File: src/rtl/core/itp_pkg.sv
// Shared constants and helpers for the integer text parser.
// Holds default widths, character codes, register indexes and the digit decoder.
// Depends on nothing.
package itp_pkg;

    localparam int VALUE_BITS_DEF = 64;
    localparam int COUNT_BITS_DEF = 16;

    localparam int BASE_W = 5;
    localparam int END_W  = 16;

    // Register indexes on the configuration port.
    localparam logic REG_RADIX  = 1'b0;
    localparam logic REG_SIGNED = 1'b1;

    localparam logic [BASE_W-1:0] RADIX_RESET = 5'd10;
    localparam logic [BASE_W-1:0] BASE_DEC    = 5'd10;
    localparam logic [BASE_W-1:0] BASE_OCT    = 5'd8;
    localparam logic [BASE_W-1:0] BASE_HEX    = 5'd16;
    localparam logic [BASE_W-1:0] BASE_AUTO   = 5'd0;

    // Decoder result that marks a byte which is not a digit in any base.
    localparam logic [BASE_W-1:0] DIGIT_NONE = 5'd16;

    localparam logic [7:0] CH_SPACE = 8'h20;
    localparam logic [7:0] CH_TAB   = 8'h09;
    localparam logic [7:0] CH_LF    = 8'h0A;
    localparam logic [7:0] CH_CR    = 8'h0D;
    localparam logic [7:0] CH_MINUS = 8'h2D;
    localparam logic [7:0] CH_PLUS  = 8'h2B;
    localparam logic [7:0] CH_ZERO  = 8'h30;
    localparam logic [7:0] CH_NINE  = 8'h39;
    localparam logic [7:0] CH_LO_A  = 8'h61;
    localparam logic [7:0] CH_LO_F  = 8'h66;
    localparam logic [7:0] CH_UP_A  = 8'h41;
    localparam logic [7:0] CH_UP_F  = 8'h46;
    localparam logic [7:0] CH_LO_X  = 8'h78;
    localparam logic [7:0] CH_UP_X  = 8'h58;

    // Value of a hex digit character, or DIGIT_NONE for any other byte.
    function automatic logic [BASE_W-1:0] digit_of(input logic [7:0] c);
        logic [7:0] t;
        t = 8'd0;
        if (c >= CH_ZERO && c <= CH_NINE) begin
            t = c - CH_ZERO;
            return t[BASE_W-1:0];
        end else if (c >= CH_LO_A && c <= CH_LO_F) begin
            t = c - CH_LO_A + 8'd10;
            return t[BASE_W-1:0];
        end else if (c >= CH_UP_A && c <= CH_UP_F) begin
            t = c - CH_UP_A + 8'd10;
            return t[BASE_W-1:0];
        end
        return DIGIT_NONE;
    endfunction

endpackage

File: src/rtl/core/integer_text_parser.sv
// Streaming integer text parser in the manner of strtol and strtoul.
// A result beat is presented in the cycle after the character that ends the parse.
// Throughput: one character beat per cycle while o_in_ready is high; the accumulator
// multiply-add by the base and digit compare are combinational before the registers.
// Reset (synchronous, active low) returns to idle with radix 10 and signed mode on.
// Depends on itp_pkg.
module integer_text_parser #(
    parameter int VALUE_BITS = itp_pkg::VALUE_BITS_DEF,
    parameter int COUNT_BITS = itp_pkg::COUNT_BITS_DEF
) (
    input  logic        i_clk,
    input  logic        i_rst_n,

    // Character stream.
    input  logic        i_in_valid,
    output logic        o_in_ready,
    input  logic [7:0]  i_ch,
    input  logic        i_start_req,

    // Result stream.
    output logic        o_out_valid,
    input  logic        i_out_ready,
    output logic [63:0] o_value,
    output logic [15:0] o_end_offset,
    output logic        o_no_digits,

    // Configuration port.
    input  logic        psel,
    input  logic        penable,
    input  logic        pwrite,
    input  logic [2:0]  paddr,
    input  logic [31:0] pwdata,
    output logic [31:0] prdata,
    output logic        pready
);

    // Parse phases. Codes above PH_DIGITS never occur and fall back to idle.
    localparam logic [2:0] PH_IDLE   = 3'd0;
    localparam logic [2:0] PH_LEAD   = 3'd1;
    localparam logic [2:0] PH_PRE    = 3'd2;
    localparam logic [2:0] PH_ZERO   = 3'd3;
    localparam logic [2:0] PH_HEXPFX = 3'd4;
    localparam logic [2:0] PH_DIGITS = 3'd5;

    localparam int BW = itp_pkg::BASE_W;
    localparam logic [COUNT_BITS-1:0] CNT_MAX = {COUNT_BITS{1'b1}};

    // Configuration registers.
    logic [BW-1:0] r_radix;
    logic          r_signed;

    // Parse state.
    logic [2:0]            r_phase, n_phase;
    logic [VALUE_BITS-1:0] r_acc, n_acc;
    logic                  r_neg, n_neg;
    logic [BW-1:0]         r_base, n_base;
    logic [COUNT_BITS-1:0] r_cnt, n_cnt;
    logic                  r_seen, n_seen;

    // Result register.
    logic                  r_out_valid;
    logic [VALUE_BITS-1:0] r_value, n_value;
    logic [15:0]           r_end, n_end;
    logic                  r_nodig, n_nodig;

    logic in_accept;
    logic emit;
    logic cfg_write;

    // The input side moves whenever the result register is free or is being drained,
    // so a finished result holds up the next character only until it is taken.
    assign o_in_ready = !r_out_valid || i_out_ready;
    assign in_accept  = i_in_valid && o_in_ready;

    // Next-state logic: the phases fall through one another within the same beat,
    // exactly as a character that is not consumed by one phase is offered to the next.
    always_comb begin
        logic                  go;
        logic [BW-1:0]         d;
        logic [VALUE_BITS-1:0] prod;
        logic [VALUE_BITS-1:0] fin_acc;
        logic [COUNT_BITS-1:0] fin_cnt;
        logic                  fin_now;

        n_phase = r_phase;
        n_acc   = r_acc;
        n_neg   = r_neg;
        n_base  = r_base;
        n_cnt   = r_cnt;
        n_seen  = r_seen;
        emit    = 1'b0;
        go      = 1'b1;
        fin_now = 1'b0;
        fin_cnt = r_cnt;
        d       = itp_pkg::digit_of(i_ch);

        if (i_start_req) begin
            n_acc   = '0;
            n_neg   = 1'b0;
            n_seen  = 1'b0;
            n_cnt   = '0;
            n_base  = r_radix;
            n_phase = PH_LEAD;
        end else if (r_phase == PH_IDLE || r_phase > PH_DIGITS) begin
            // Characters outside a parse are dropped.
            n_phase = PH_IDLE;
            go      = 1'b0;
        end

        // Whitespace and sign.
        if (go && n_phase == PH_LEAD) begin
            if (i_ch inside {itp_pkg::CH_SPACE, itp_pkg::CH_TAB,
                             itp_pkg::CH_LF, itp_pkg::CH_CR}) begin
                go = 1'b0;
            end else if (i_ch == itp_pkg::CH_MINUS && r_signed) begin
                n_neg   = 1'b1;
                n_phase = PH_PRE;
                go      = 1'b0;
            end else if (i_ch == itp_pkg::CH_PLUS) begin
                n_phase = PH_PRE;
                go      = 1'b0;
            end else begin
                n_phase = PH_PRE;
            end
        end

        // A leading zero may open a hex prefix or, in auto mode, select octal.
        if (go && n_phase == PH_PRE) begin
            if (i_ch == itp_pkg::CH_ZERO &&
                (n_base == itp_pkg::BASE_AUTO || n_base == itp_pkg::BASE_HEX)) begin
                n_acc   = '0;
                n_seen  = 1'b1;
                n_phase = PH_ZERO;
                go      = 1'b0;
            end else begin
                if (n_base == itp_pkg::BASE_AUTO) begin
                    n_base = itp_pkg::BASE_DEC;
                end
                n_phase = PH_DIGITS;
            end
        end

        if (go && n_phase == PH_ZERO) begin
            if (i_ch == itp_pkg::CH_LO_X || i_ch == itp_pkg::CH_UP_X) begin
                n_base  = itp_pkg::BASE_HEX;
                n_phase = PH_HEXPFX;
                go      = 1'b0;
            end else begin
                if (n_base == itp_pkg::BASE_AUTO) begin
                    n_base = itp_pkg::BASE_OCT;
                end
                n_phase = PH_DIGITS;
            end
        end

        // After "0x" a hex digit must follow; otherwise the lone zero is the number
        // and the end position points back at the 'x'.
        if (go && n_phase == PH_HEXPFX) begin
            if (d < itp_pkg::DIGIT_NONE) begin
                n_acc   = VALUE_BITS'(d);
                n_phase = PH_DIGITS;
                go      = 1'b0;
            end else begin
                fin_now = 1'b1;
                fin_cnt = (n_cnt != '0) ? n_cnt - 1'b1 : '0;
                go      = 1'b0;
            end
        end

        prod = n_acc * VALUE_BITS'(n_base);
        if (go && n_phase == PH_DIGITS) begin
            if (d < n_base) begin
                n_acc  = prod + VALUE_BITS'(d);
                n_seen = 1'b1;
            end else begin
                fin_now = 1'b1;
                fin_cnt = n_cnt;
            end
            go = 1'b0;
        end

        // Every consumed character advances the saturating counter once.
        if (n_phase != PH_IDLE && !fin_now && n_cnt != CNT_MAX) begin
            n_cnt = n_cnt + 1'b1;
        end

        fin_acc = n_neg ? ('0 - n_acc) : n_acc;
        n_value = '0;
        n_end   = '0;
        n_nodig = 1'b1;
        if (fin_now) begin
            emit    = 1'b1;
            n_phase = PH_IDLE;
            if (n_seen) begin
                n_value = fin_acc;
                n_end   = 16'(fin_cnt);
                n_nodig = 1'b0;
            end
        end
    end

    always_ff @(posedge i_clk) begin
        if (!i_rst_n) begin
            r_phase <= PH_IDLE;
            r_acc   <= '0;
            r_neg   <= 1'b0;
            r_base  <= '0;
            r_cnt   <= '0;
            r_seen  <= 1'b0;
        end else if (in_accept) begin
            r_phase <= n_phase;
            r_acc   <= n_acc;
            r_neg   <= n_neg;
            r_base  <= n_base;
            r_cnt   <= n_cnt;
            r_seen  <= n_seen;
        end
    end

    // Result register: loaded when a parse ends, emptied when the beat is taken.
    always_ff @(posedge i_clk) begin
        if (!i_rst_n) begin
            r_out_valid <= 1'b0;
        end else if (in_accept && emit) begin
            r_out_valid <= 1'b1;
        end else if (i_out_ready) begin
            r_out_valid <= 1'b0;
        end
    end

    always_ff @(posedge i_clk) begin
        if (in_accept && emit) begin
            r_value <= n_value;
            r_end   <= n_end;
            r_nodig <= n_nodig;
        end
    end

    assign o_out_valid  = r_out_valid;
    assign o_value      = 64'(r_value);
    assign o_end_offset = r_end;
    assign o_no_digits  = r_nodig;

    // Configuration registers decode on address bit 2 only; the radix is latched
    // into the parse at each start, the sign mode is read when a sign arrives.
    assign pready    = 1'b1;
    assign cfg_write = psel && penable && pwrite && pready;

    always_ff @(posedge i_clk) begin
        if (!i_rst_n) begin
            r_radix  <= itp_pkg::RADIX_RESET;
            r_signed <= 1'b1;
        end else if (cfg_write) begin
            if (paddr[2] == itp_pkg::REG_RADIX) begin
                r_radix <= pwdata[BW-1:0];
            end else begin
                r_signed <= pwdata[0];
            end
        end
    end

    assign prdata = (paddr[2] == itp_pkg::REG_SIGNED) ? {31'd0, r_signed}
                                                       : {{(32-BW){1'b0}}, r_radix};

`ifndef SYNTH
    // A character outside a parse never produces a result.
    a_idle_no_result: assert property (@(posedge i_clk) disable iff (!i_rst_n)
        (in_accept && !i_start_req && r_phase == PH_IDLE) |=> !o_out_valid)
        else $error("result produced from an idle character");

    // The parse returns to idle after a result.
    a_emit_idle: assert property (@(posedge i_clk) disable iff (!i_rst_n)
        (in_accept && emit) |=> (r_phase == PH_IDLE && o_out_valid))
        else $error("parse not closed after a result");

    // A failed conversion reports zero value and zero offset.
    a_nodig_zero: assert property (@(posedge i_clk) disable iff (!i_rst_n)
        (o_out_valid && o_no_digits) |-> (o_value == 64'd0 && o_end_offset == 16'd0))
        else $error("nonzero fields on a failed conversion");
`endif

endmodule
File: config.mk
export PLATFORM = sky130hd
export DESIGN_NAME = integer_text_parser
export DESIGN_NICKNAME = d
export VERILOG_FILES = /design/src/rtl/core/itp_pkg.sv /design/src/rtl/core/integer_text_parser.sv
export SDC_FILE = /design/constraint.sdc
export NUM_CORES = 1
export LEC_CHECK = 0
export BUFFER_PORTS_ARGS = -buffer_cell sky130_fd_sc_hd__buf_2
export CORE_AREA = 2 2 216 218
export CTS_BUF_LIST = sky130_fd_sc_hd__clkbuf_4 sky130_fd_sc_hd__clkbuf_8 sky130_fd_sc_hd__clkbuf_16
export DETAILED_ROUTE_END_ITERATION = 6
export DIE_AREA = 0 0 218 220
export PLACE_DENSITY = 0.68
export SYNTH_ARGS = -nofsm -noshare
export SYNTH_HDL_FRONTEND = slang
export SYNTH_SLANG_ARGS = --single-unit
File: constraint.sdc
create_clock -name i_clk -period 16.45 [get_ports i_clk]
set_input_delay 1.645 -clock i_clk [delete_from_list [all_inputs] [get_ports i_clk]]
set_output_delay 1.645 -clock i_clk [all_outputs]
set_load 0.02 [all_outputs]
==> results of run 1 <==
per-layer routing:
metal  track usage  vias to the layer above  part of all wire
met2        0.4472                      862              0.45
met3       0.04417                      129             0.077
li1              -                     9567                 -
met1        0.3866                    10090              0.44
met4        0.1041                        2             0.033
met5             0                        -           0.00013
power breakdown:
| group | internal (mW) | total, mW | switching, mW |
|---|---|---|---|
| Sequential | 0.498 | 0.532 | 0.0334 |
| Combinational | 0.116 | 0.394 | 0.277 |
| Clock | 0.246 | 0.444 | 0.197 |
| Total | 0.861 | 1.37 | 0.508 |
layout make-up:
type                    instances  area [sq um]
well taps                     607         759.5
clock buffers                  20         483.0
flip-flops and latches        178          4374
fillers                      4360         21790
inverters                     316          1186
clock inverters                12         138.9
diodes                          1         2.502
multi-input cells            2155         16390
repair buffers                135         740.7
state kept, by name, summed over array words and instances (netlist names):
| signal | count |
|---|---|
| o_value | 64 |
| r_acc | 64 |
| o_end_offset | 16 |
| r_cnt | 16 |
| r_base | 5 |
| r_radix | 5 |
| r_phase | 3 |
| o_no_digits | 1 |
| o_out_valid | 1 |
| r_neg | 1 |
| r_seen | 1 |
| r_signed | 1 |
per-stage QoR:
stage / util / hold slack (ns) / power (mW) / setup WS [ns] / cell area (sq um)
floorplan: - / 0.4363 / 0.8092 / 6.839 / 22740
global placement: 0.5112 / 0.4482 / 0.9181 / 4.917 / 23450
detailed placement: 0.5112 / 0.4526 / 0.9268 / 4.860 / 23450
CTS: 0.5248 / 0.4638 / 1.366 / 5.323 / 24070
global route: 0.5248 / 0.4848 / 1.427 / 4.609 / 24070
finish: 0.5249 / 0.4665 / 1.369 / 5.000 / 24070
logic make-up (layout without fill, tap and decap cells):
family	count (synthesis)	after routing	synth area share
DFF	178	178	0.1932
muxes	31	31	0.01409
AOI/OAI and AO/OA	618	618	0.1814
buffers and inverters	499	483	0.08946
other	2	29	0.0003317
xor gates and xnor gates	114	114	0.04410
and+or+nand+nor	1044	1044	0.2399
adders and majority gates	320	320	0.2375
worst paths after layout:
kind | start | endpoint | slack, ns | depth (start not counted)
hold reg to reg | r_acc[1] | r_acc[1] | 0.47 | 2
hold / removal | r_acc[1] | r_acc[1] | 0.47 | 2
setup / recovery | i_start_req | o_value[48] | 5.00 | 30
setup reg to reg | r_phase[2] | o_value[48] | 6.28 | 28
worst register-to-register path: cells and delay by family, from the launching register on:
family,cells,cell delay [ns]
buf+inv,5,1.14
flops,1,0.42
fa+ha+maj,4,1.95
simple gates,9,3.35
compound gates,8,2.60
xor+xnor,2,0.42
layout by cell type, fill, tap and decap left out, drive strengths merged, types with 81 or more instances in the layout:
cell    count
dfxtp      97
a21oi     157
fa        183
edfxtp     81
nor2      300
o21ai     113
buf       135
ha        137
and2      227
nand2     164
inv       321
==> run metrics, run 1 <==
vias in the first global route 19.87k; CP startpoint kind input pin; status finished, final reports clean; cells after synthesis 2806; Hold Path Class reg -> reg; Post-synth EDFFs 81; cell taking the most area after synthesis fa_1; I/O pins 167; max incr delay on CP 0.92 ns; Synth top area share 0.1618; Initial Util 0.4937; Total Die Area 47960 sq um; buffer count from post-CTS setup fixing 0; Tot GR Track Use 0.2813; CP endpoint kind flip-flop; crit path time final 11.45 ns; CP required 16.61 ns; FF+latch count, synth 178; max cap viols 0; GPL Wtd Cong 0.9606; number of placed instances with taps included 3391; RSZ-0062 raised after global routing no; Syn Area/Cell 8.069 sq um; Slowest-stage cell, CP nor4_4; Hold-fix buffers, CTS 0; clk_skew 0.01584 ns; fin crit share 0.6961; Congestion Overflow GR 0; Die Ht 220 um; cell area power density 56.88 nW/um^2; port buffer count 109; DP HPWL 49.68 mm; cells resized by post-CTS repair 0; Synth Cell Area 22640 sq um; Rel. slew slack 0.2122; Site Rows 79; Seq/Total Area, Yosys 0.1932; fin. max-slew vios 0; 1st-iter DRT viols 2236; total CTS buffers 17; via count 20.65k; DR pass1 iterations 6; fin cells 3424; final WL 66.96 mm; Die Width 218 um; DR vias/cell 6.030; crit-path max FO 53; post-synth cell types 98; Final nets 3174; final hold violation count 0; WL/cell 19.56 um; main flop type after synthesis dfxtp_1; post-route ant nets 0; Worst EP arrival 11.61 ns; count leader, synth inv_1; Setup violations, final 0; ys async rst share 0; Worst-Skew Late Latency 0.47 ns; share of layout cells above drive strength 1 0.08345; Synth warnings 0; CTS Buffer Depth 2; CTS H-tree depth 4; Core Region 45860 sq um; TritonCTS clock tree done; first-pass GRT wire length 106.7 mm; area added between synthesis and finish 6.310%; cell family with most CP delay simple AND/OR/NAND/NOR gates; post-route setup TNS 0 ns; Post-synth top cells 315 x inv_1, 300 x nor2_1, 226 x and2_1; DR DRC count 0; clk sink count 178; Leakage 10.48 nW; clock-pin slew of the registers on the worst-case setup and hold paths 0.07 ns; WP buf/inv 8; largest net degree at the start of global routing 88; Root Buffer clkbuf_16; Crit Path Class in -> reg; f_max 87.33 MHz; Worst Max-Slew Pin Slew 1.174 ns; Max VDD drop 0.05616 mV; initial antenna violation count 2; synth top area cells fa_1 16%, edfxtp_1 11%, dfxtp_1 8.6%; CP dominant cell by count buf_4
No activity file was read; power rests on OpenSTA's default activity.
==> run 2, diff against run 1 <==
--- a/config.mk
+++ b/config.mk
@@ -10,7 +10,7 @@
 export CTS_BUF_LIST = sky130_fd_sc_hd__clkbuf_4 sky130_fd_sc_hd__clkbuf_8 sky130_fd_sc_hd__clkbuf_16
 export DETAILED_ROUTE_END_ITERATION = 6
 export DIE_AREA = 0 0 218 220
-export PLACE_DENSITY = 0.68
+export PLACE_DENSITY = 0.7
 export SYNTH_ARGS = -nofsm -noshare
 export SYNTH_HDL_FRONTEND = slang
 export SYNTH_SLANG_ARGS = --single-unit
==> constraint.sdc (replaced) <==
create_clock -name i_clk -period 9.9 [get_ports i_clk]
set_input_delay 0.99 -clock i_clk [delete_from_list [all_inputs] [get_ports i_clk]]
set_output_delay 0.99 -clock i_clk [all_outputs]
set_load 0.02 [all_outputs]
==> run 2 against run 1 <==
  * Sequential power up 67%
  * Non-clock buffer count increased by 53
  * Die area stayed put
  * Critical path type unchanged
  * Register-to-register slack lost 5.3 ns
  * Clock power up 59%
  * Largest power group unchanged
==> run metrics, run 2 (same netlist as run 1, synthesis figures left out) <==
clk_skew 0.02150 ns; Clk pwr share 0.309; cells resized by post-CTS repair 0; internal power 1.423 mW; CTS Buffer Depth 2; CTS H-tree depth 4; total CTS buffers 17; Slowest-stage cell, CP fa_1; Core Region 45860 sq um; Max VDD drop 0.1204 mV; fin. max-slew vios 0; Total Die Area 47960 sq um; crit-path max FO 26; Root Buffer clkbuf_16; Worst Hold Path EP r_acc[1]; Rel. slew slack 0.2344; initial antenna violation count 1; clk sink count 178; final WL 68.97 mm; cell area power density 93.17 nW/um^2; first-pass GRT wire length 110.4 mm; Worst Max-Slew Pin Slew 1.141 ns; reg-to-reg slack, setup 0.99 ns; CP required 10.11 ns; Fillers 4346; CP startpoint kind input pin; WP buf/inv 9; DR vias/cell 6.038; antenna cell count 0; reg-to-reg endpoint o_value[63]; clock-pin slew of the registers on the worst-case setup and hold paths 0.07 ns; TritonCTS clock tree done; hold_ws 0.4677 ns; RSZ-0062 raised after global routing no; post-route ant nets 0; share of layout cells above drive strength 1 0.1004; area post-placement 23860 sq um; Die Ht 220 um; CP endpoint kind flip-flop; port buffer count 109; 1st-iter DRT viols 2142; Worst-Skew Late Latency 0.46 ns; Initial Util 0.4937; max cap viols 0; most frequent cells in the layout 314 x inv_1, 293 x nor2_1, 225 x and2_1, 183 x fa_1, 164 x nand2_1; NetSw 0.8550 mW; commonest non-fill, non-tap cell in the layout inv_1; WL/cell 19.84 um; buffer count from post-CTS setup fixing 0; I/O pins 167; crit path time final 9.249 ns; HP Start r_acc[1]; Combinational Power Share 0.302; f_max 108.1 MHz; final instance area 24450 sq um; max incr delay on CP 0.56 ns; final hold violation count 0; Worst Setup Slack, final 0.6515 ns; largest net degree at the start of global routing 82; DR pass1 iterations 6; DR DRC count 0; Tot GR Track Use 0.2914; Worst EP arrival 9.46 ns; Power, Total 2.278 mW; status finished, final reports clean; Hold-fix buffers, CTS 0; vias in the first global route 20.44k; Crit Path Class in -> reg; area added between synthesis and finish 7.979%; Leakage 10.73 nW; number of placed instances with taps included 3444; cell family with most CP delay compound AO/OA/AOI/OAI gates; hold path depth 2; post-route setup TNS 0 ns; GPL Wtd Cong 0.9701; Flop pwr share 0.389; via count 20.99k; Hold Path Class reg -> reg; DP HPWL 52.88 mm; Final Util 0.5331; Site Rows 79; fin crit share 0.9342; Final nets 3227; dpl ws 0.08657 ns; FF-to-FF path depth 29; Die Width 218 um; Setup violations, final 0; Congestion Overflow GR 0; Net Sw Frac 0.3753; fin cells 3476; CP dominant cell by count buf_4; origin of the critical flop-to-flop path r_phase[2]
## run 2: worst max path at each step
stage                     startpoint           to  slack [ns]  depth (start not counted)
after floorplan              i_ch[0]  o_value[60]        0.94                         33
after global placement       i_ch[0]  o_value[63]        0.23                         34
after detailed placement     i_ch[0]  o_value[63]        0.09                         34
after CTS                    i_ch[0]  o_value[63]        0.53                         34
after global routing         i_ch[0]  o_value[63]        0.02                         33
final                        i_ch[0]  o_value[63]        0.65                         32
## run 2: power by group through the flow
stage	clock network (mW)	registers [mW]	logic [mW]
after detailed placement	0	0.900	0.673
after global placement	0	0.899	0.660
after floorplan	0	0.921	0.424
after CTS	0.712	0.884	0.677
final	0.704	0.886	0.688
after global routing	0.737	0.892	0.749
## run 2: cell type report
cell class / instances / area, sq um / area share
Inverter: 316 / 1186 / 0.04851
Sequential cell: 178 / 4374 / 0.1789
Clock buffer: 18 / 432.9 / 0.01771
Multi-Input combinational cell: 2155 / 16390 / 0.6704
Clock inverter: 14 / 153.9 / 0.006294
Tap cell: 607 / 759.5 / 0.03106
Timing Repair Buffer: 188 / 1151 / 0.04708
## run 2: per-layer routing
metal / global-route usage / vias to the layer above / share of wire
li1: - / 9674 / -
met1: 0.3991 / 10210 / 0.43
met2: 0.4647 / 970 / 0.45
met3: 0.04831 / 135 / 0.090
met4: 0.1032 / 2 / 0.032
met5: 0 / - / 0.00014
## run 2: worst register-to-register path, delay by kind of cell (launching register included)
family | cells | cell delay (ns)
compound gates | 10 | 3.10
fa+ha+maj | 4 | 1.84
buf+inv | 7 | 1.30
flops | 1 | 0.42
mux | 1 | 0.15
simple gates | 7 | 1.86
==> run 3, diff against run 2 <==
--- a/config.mk
+++ b/config.mk
@@ -5,7 +5,7 @@
 export SDC_FILE = /design/constraint.sdc
 export NUM_CORES = 1
 export LEC_CHECK = 0
-export BUFFER_PORTS_ARGS = -buffer_cell sky130_fd_sc_hd__buf_2
+export BUFFER_PORTS_ARGS = -buffer_cell sky130_fd_sc_hd__clkbuf_2
 export CORE_AREA = 2 2 216 218
 export CTS_BUF_LIST = sky130_fd_sc_hd__clkbuf_4 sky130_fd_sc_hd__clkbuf_8 sky130_fd_sc_hd__clkbuf_16
 export DETAILED_ROUTE_END_ITERATION = 6
==> run 3 against run 2 <==
  * Combinational power down 0.9%
  * Worst hold slack worse by 0.0046 ns
  * Worst setup slack worse by 0.17 ns
  * Die area unchanged
  * Flip-flop and latch count unchanged
  * First-iteration DRC count up 0.70%
  * Critical path depth down 4
  * Via count up 0.12%
  * Global-route usage down 0.18 points
  * Count of clock-buffer cells in the layout down 1
  * Utilization about the same
  * Register-to-register slack worse by 0.13 ns
  * Critical path type unchanged
  * Largest cell class unchanged
==> run metrics, run 3 (same netlist as run 1, synthesis figures left out) <==
f_max 106.2 MHz; port buffer count 109; Crit Path Class in -> reg; CP startpoint kind input pin; crit-path max FO 21; Worst Setup Slack, final 0.4853 ns; hold path depth 2; Root Buffer clkbuf_16; DR DRC count 0; GPL Wtd Cong 0.9450; area added between synthesis and finish 7.929%; clk_skew 0.02125 ns; 1st-iter DRT viols 2157; Worst Max-Slew Pin Slew 0.9993 ns; most frequent cells in the layout 314 x inv_1, 293 x nor2_1, 225 x and2_1, 183 x fa_1, 164 x nand2_1; Final nets 3226; Worst Hold Path EP r_acc[1]; Hold-fix buffers, CTS 0; Die Ht 220 um; Hold Path Class reg -> reg; RSZ-0062 raised after global routing no; Leakage 10.76 nW; first-pass GRT wire length 109.6 mm; CP required 10.11 ns; total CTS buffers 17; dpl ws -0.1235 ns; HP Start r_acc[1]; via count 21.01k; CTS H-tree depth 4; final WL 68.77 mm; WL/cell 19.79 um; fin. max-slew vios 0; Congestion Overflow GR 0; Core Region 45860 sq um; origin of the critical flop-to-flop path r_phase[2]; reg-to-reg endpoint o_value[63]; vias in the first global route 20.04k; clock-pin slew of the registers on the worst-case setup and hold paths 0.07 ns; I/O pins 167; cells resized by post-CTS repair 0; Die Width 218 um; commonest non-fill, non-tap cell in the layout inv_1; CP endpoint kind flip-flop; Total Die Area 47960 sq um; DR vias/cell 6.045; initial antenna violation count 1; Initial Util 0.4937; Tot GR Track Use 0.2896; reg-to-reg slack, setup 0.86 ns; clk sink count 178; CTS Buffer Depth 2; TritonCTS clock tree done; FF-to-FF path depth 28; Max VDD drop 0.1232 mV; fin crit share 0.9510; buffer count from post-CTS setup fixing 0; Site Rows 79; final hold violation count 0; hold_ws 0.4631 ns; post-route ant nets 0; crit path time final 9.415 ns; Rel. slew slack 0.3254; Worst-Skew Late Latency 0.46 ns; DP HPWL 52.85 mm; max cap viols 0; status finished, final reports clean; share of layout cells above drive strength 1 0.1004; cell area power density 92.08 nW/um^2; largest net degree at the start of global routing 76; Worst EP arrival 9.62 ns; DR pass1 iterations 6; Setup violations, final 0
run 3: changes by cell type in the layout (fill, tap and decap cells not counted), moves of 2 or more:
cell       change
bufinv_16      -2
clkinv_4       +3
clkinv_2       -2
clkinv_8       +2
buf_2        -109
inv_6          -3
clkbuf_2     +109
inv_8          +3
run 3: metrics by stage:
stage               cells  TNS [ns]  power [mW]  cell area [sq um]    util
floorplan            2832         0       1.345              22740       -
global placement     3443         0       1.555              23850  0.5200
detailed placement   3443   -0.2979       1.568              23850  0.5200
CTS                  3475         0       2.243              24430  0.5326
global route         3475         0       2.347              24440  0.5328
finish               3476         0       2.250              24440  0.5328
run 3: layout make-up:
| cell class | instances | area [sq um] |
|---|---|---|
| Fill cell | 4301 | 21430 |
| Multi-Input combinational cell | 2155 | 16400 |
| Sequential cell | 178 | 4374 |
| Inverter | 316 | 1186 |
| Timing Repair Buffer | 187 | 1144 |
| Tap cell | 607 | 759.5 |
| Clock buffer | 17 | 425.4 |
| Clock inverter | 15 | 150.1 |
| Antenna cell | 1 | 2.502 |
run 3: worst max-delay path by stage:
| stage | depth (start not counted) | startpoint | slack [ns] | end |
|---|---|---|---|---|
| 5_1_grt | 31 | i_ch[0] | 0.005 | o_value[63] |
| 4_1_cts | 31 | i_ch[0] | 0.29 | o_value[63] |
| 2_1_floorplan | 33 | i_ch[0] | 0.94 | o_value[60] |
| 3_3_place_gp | 31 | i_ch[0] | 0.06 | o_value[63] |
| 6_report | 28 | i_ch[1] | 0.49 | o_value[63] |
| 3_5_place_dp | 31 | i_ch[0] | -0.12 | o_value[63] |
run 3: power breakdown:
part / leakage [nW] / internal, mW / switching [mW]
Sequential: 1.55 / 0.828 / 0.0596
Clock: 0.282 / 0.335 / 0.345
Combinational: 8.92 / 0.211 / 0.471
run 3: routing by layer:
metal	track usage	wire [um]	up-vias
met2	0.4547	30340	918
met1	0.4020	30340	10270
met3	0.04155	5499	152
met4	0.1141	2601	0
li1	-	-	9678
met5	0	0	-
run 3: critical path, stage by stage:
cell and delay (ns):
clkbuf_2 0.14, inv_1 0.12, ha_1 0.28, o21bai_1 0.11, a21oi_1 0.50, o211a_4 0.29, a211oi_1 0.07, nor2_2 0.55
buf_4 0.34, nor2_2 0.09, buf_4 0.22, and2_1 0.20, ha_1 0.30, fa_1 0.50, fa_1 0.52, ha_1 0.40
a21oi_1 0.27, o21ai_0 0.17, nor2b_1 0.19, or4_1 0.50, a2111oi_0 0.55, a22oi_1 0.27, or4_4 0.55, nand4b_4 0.31
nor3_4 0.51, and4_4 0.36, a41oi_2 0.14, mux2i_1 0.15
